==> src/sv/cppb_pkg.sv <==
// Package for the chunk presence and pinning bitmap: widths, operation codes,
// register indexes and the controller state type. Depends on nothing.
package cppb_pkg;

  localparam int WORD_BITS    = 64;
  localparam int WORD_SHIFT   = 6;
  localparam int CHUNK_BYTES  = 1024;
  localparam int CHUNK_SHIFT  = 10;
  localparam int MAX_CHUNKS_DEF = 4096;

  localparam int KIND_W       = 3;
  localparam int OFF_W        = 32;
  localparam int CNT_W        = 32;
  localparam int FILE_BYTES_W = 23;
  localparam int PADDR_W      = 3;
  localparam int PDATA_W      = 32;

  // Derived range widths.
  localparam int END_W   = OFF_W + 1;
  localparam int FIRST_W = OFF_W - CHUNK_SHIFT;
  localparam int CEIL_W  = END_W - CHUNK_SHIFT + 1;
  localparam int QLAST_W = END_W - CHUNK_SHIFT;
  localparam int FBC_W   = FILE_BYTES_W - CHUNK_SHIFT + 1;

  // Operation codes carried by the kind field.
  localparam logic [KIND_W-1:0] KIND_QUERY = 3'd0;
  localparam logic [KIND_W-1:0] KIND_MARK  = 3'd1;
  localparam logic [KIND_W-1:0] KIND_PIN   = 3'd2;
  localparam logic [KIND_W-1:0] KIND_INVAL = 3'd3;
  localparam logic [KIND_W-1:0] KIND_CLEAR = 3'd4;

  // Register index of file_bytes, taken from paddr[2].
  localparam logic REG_FILE_BYTES = 1'b0;

  typedef enum logic [2:0] {
    ST_IDLE,
    ST_CLEAR,
    ST_CEIL,
    ST_CLIP,
    ST_RANGE,
    ST_SCAN,
    ST_DONE
  } state_t;

endpackage

==> src/sv/cppb_bitmap_ram.sv <==
// One bitmap store: a memory of 64-bit rows with one write port and one
// registered read port. Depends on cppb_pkg for the row width.
module cppb_bitmap_ram #(
  parameter int DEPTH = 64,
  parameter int AW    = 6
) (
  input  logic                           clk,
  input  logic                           we,
  input  logic [AW-1:0]                  waddr,
  input  logic [cppb_pkg::WORD_BITS-1:0] wdata,
  input  logic                           re,
  input  logic [AW-1:0]                  raddr,
  output logic [cppb_pkg::WORD_BITS-1:0] rdata
);
  import cppb_pkg::*;

  logic [WORD_BITS-1:0] mem [DEPTH];

  always_ff @(posedge clk) begin
    if (we) begin
      mem[waddr] <= wdata;
    end
    if (re) begin
      rdata <= mem[raddr];
    end
  end

endmodule

==> config.mk <==
export PLATFORM = sky130hd
export DESIGN_NAME = cppb_bitmap_ram
export DESIGN_NICKNAME = d
export VERILOG_FILES = /design/src/sv/cppb_pkg.sv /design/src/sv/cppb_bitmap_ram.sv
export SDC_FILE = /design/constraint.sdc
export NUM_CORES = 2
export LEC_CHECK = 0
export BUFFER_PORTS_ARGS = -buffer_cell sky130_fd_sc_hd__buf_2
export CAP_MARGIN = 20
export CORE_ASPECT_RATIO = 2
export CORE_UTILIZATION = 50
export CTS_BUF_LIST = sky130_fd_sc_hd__clkbuf_4 sky130_fd_sc_hd__clkbuf_8
export DETAILED_ROUTE_END_ITERATION = 16
export PLACE_DENSITY = 0.73
export SYNTH_ARGS = -nofsm -noshare
export SYNTH_HDL_FRONTEND = slang
export SYNTH_SLANG_ARGS = --single-unit
==> constraint.sdc <==
create_clock -name clk -period 9.6 [get_ports clk]
set_input_delay 1.92 -clock clk [delete_from_list [all_inputs] [get_ports clk]]
set_output_delay 1.92 -clock clk [all_outputs]
set_load 0.02 [all_outputs]
Word level (Yosys, flattened, before mapping)
Memories as Yosys holds them, arrays and structs flattened. A register that Yosys moved wholly into a read port is not among the register bits.
Cells that the tools add are included.
{"block": "classes", "mux": 2}
{"operator": "two-way mux 1 bit", "n": 2}
{"block": "totals", "input_bits": 79, "ramBits": 4096, "output_inout_bits": 64, "word_cells": 3, "n_memories": 1, "ff_bits": 0}
{"memory": "mem", "depth": 64, "word_bits": 64, "rd": 1, "rd_ports_with_merged_regs": 1, "wr": 1, "line": "cppb_bitmap_ram.sv:17", "text": "logic [WORD_BITS-1:0] mem [DEPTH];"}

Depth between registers and ports, before layout
{"block": "depth", "word_depth": 2, "ltp_mapped": 9, "depth_no_buf": 5}

Worst setup path before layout
No wires, ideal clock.
{"block": "synth_path", "path_kind": "input to register", "start": "in waddr[3]", "end": "mem mem[48][0], enable pin", "arrival_time_ns": 6.792, "setup_ns": 0.564, "cell_stages": 4, "t_required_ns": 9.036, "path_slack_ns": 2.244, "n_path_buf": 1, "cell_sequence": "clkbuf_1 -> nor2b_1 -> nand4b_1 -> nor3_1"}
{"element": "start, declared", "line": "cppb_bitmap_ram.sv:9", "text": "input logic [AW-1:0] waddr,"}
{"element": "end, declared", "line": "cppb_bitmap_ram.sv:17"}
No word-level cell before the write port.

==> results_dict.tcl <==
set metrics [dict create \
    hold_ws_ns 0.9184 \
    relSlewSlack 0.1657 \
    area_growth_pct 11.11 \
    avgSynthCellArea_sq_um 23.79 \
    critical_path_class "input port to flip-flop" \
    cts_max_path_buffers 4 \
    required_ns 10.34 \
    arrival_ns 5.76 \
    leakage_nw 54.04 \
    cts_tree "built" \
    synth_top_area_frac 0.7957 \
    ir_worst_vdd_v 0.0001316 \
    ys_ff_latch 4160 \
    die_w_um 398.2 \
    dp.cells 10650 \
    layout_common_cells "edfxtp_1, mux4_2, clkbuf_8, a22oi_1, buf_4" \
    row_count 290 \
    die_area_sq_um 316400 \
    insertion_delay_ns 1.07 \
    grt_max_degree 106 \
    cts_buffers 545 \
    via_count 76850 \
    grt_pass1_vias 79080 \
    endpoint_kind "flip-flop" \
    htree_levels 6 \
    maxCapViolations 0 \
    cts.clk_slew.worst_paths_ns 0.08 \
    hp-class "flip-flop to flip-flop" \
    clock-root-buffer "clkbuf_8" \
    synth.distinct_cells 32 \
    cts_sinks 4160 \
    antenna_found_initial 42 \
    worst_pin_slew_ns 1.249 \
    fin_setup_tns_ns 0 \
    seq_area_frac_synth 0.7957 \
    power_density_nw_per_um2 200.9 \
    synthTopCellsByArea "edfxtp_1, mux4_2, mux2i_1" \
    gp_congestion 0.8142 \
    coreArea_sq_um 312000 \
    drt-total-wl_um 432400 \
    die_y_um 794.4 \
    via_per_inst 6.599 \
    drt-initial-drc-count 9741 \
    holdBufCountCts 0 \
    fin_area_sq_um 174400 \
    setup_slack_ns 4.583 \
    cts_resized 0 \
    nFillCells 22170 \
    hold_viol 0 \
    cts_setup_buffers 0 \
    yosysTopAreaCell "edfxtp_1" \
    fin_cells 11650 \
    drt_pass1_iterations 6 \
    rsz0062_at_grt "no" \
    start_util 0.5031 \
    drc 0 \
    final_common_cell "edfxtp_1" \
    setup_viol 0 \
    dp_slack_ns 3.792 \
    drive_gt1_frac 0.3056 \
    power_mw 35.05 \
    period_minus_slack_ns 5.017 \
    critPathLaunchType "input port" \
    gr-total-overflow 0 \
    nets 7199 \
    synth_area_sq_um 157000 \
    maxSlewViolCount 0 \
    port_buffers 142 \
    dp_hpwl_um 237200 \
    finalClockSkew_ns 0.06438 \
    final_antenna_net_count 0 \
    track_usage 0.2734 \
    detail_route.wl_per_cell_um 37.13 \
    yosysWarnings 0 \
    io_pins 143 \
    outcome "completed" \
    fin_crit_sh 0.5226 \
    fmax_mhz 199.3 \
    grt_pass1_wl_um 598900 \
    placed_cell_area_sq_um 163500 \
    worstPathMaxFanout 76 \
    synth_fp_nets 6677 \
    fin_util 0.5590 \
    synth_cells 6598 \
]
## layer usage
| metal | up-vias | wire [um] | track usage |
|---|---|---|---|
| met4 | 14 | 31220 | 0.1694 |
| met3 | 1422 | 40630 | 0.04584 |
| met1 | 40630 | 134600 | 0.3128 |
| met5 | - | 102 | 0 |
| li1 | 29590 | - | - |
| met2 | 5203 | 225900 | 0.4763 |
## worst paths after layout
kind / start / to / slack, ns / depth (start not counted)
setup / recovery: raddr[2] / rdata[35] / 4.58 / 7
hold / removal: mem[46][34] / rdata[34] / 0.92 / 4
setup reg to reg: mem[55][20] / rdata[20] / 7.12 / 5
hold reg to reg: mem[46][34] / rdata[34] / 0.92 / 4
## cell usage after synthesis (all sizes together)
cell,instances
or3,29
buf,230
a22oi,168
a31o,1
a2bb2oi,19
or2,28
clkbuf,140
nand2,58
nand3b,2
or3b,1
nor3,2
inv,19
o221ai,38
a211oi,63
nor2,112
o22ai,83
a22o,88
nor2b,28
edfxtp,4160
mux2i,135
nand3,45
mux4,1024
nand4,2
nand4b,1
a41oi,26
nand2b,11
and2,3
and3,64
a31oi,18
## report_power, final
group | leakage (nW) | switching (mW) | internal, mW | total (mW)
combinational | 11.0 | 1.09 | 0.620 | 1.71
sequential | 37.5 | 0.0667 | 20.1 | 20.2
clock | 5.55 | 6.50 | 6.62 | 13.1
total | 54.0 | 7.66 | 27.4 | 35.1
## flip-flops by register name, summed over array words and instances, names as in the netlist
name / flops
mem: 4096
rdata: 64
## worst max-delay path, cell delays in order
cell and delay (ns):
buf_8 0.53, buf_4 0.78, and2_4 0.60, buf_12 0.41, a22oi_1 0.15, and3_1 0.23
a211oi_1 0.64
## final cells by class
cell class	instances	area [sq um]	area share
Clock buffer	709	8782	0.05035
Tap cell	4088	5115	0.02932
Clock inverter	248	1844	0.01057
Timing Repair Buffer	345	2848	0.01633
Sequential cell	4160	124900	0.7162
Multi-Input combinational cell	2049	30780	0.1765
Inverter	19	71.32	0.0004089
Antenna cell	27	67.56	0.0003874
## cell families after synthesis
logic type	after synthesis	synth area share
AOI/OAI and AO/OA	504	0.02467
DFF	4160	0.7957
and+or+nand+nor	386	0.01235
muxes	1159	0.1555
buffers and inverters	389	0.01176
No activity file was read; power rests on OpenSTA's default activity.
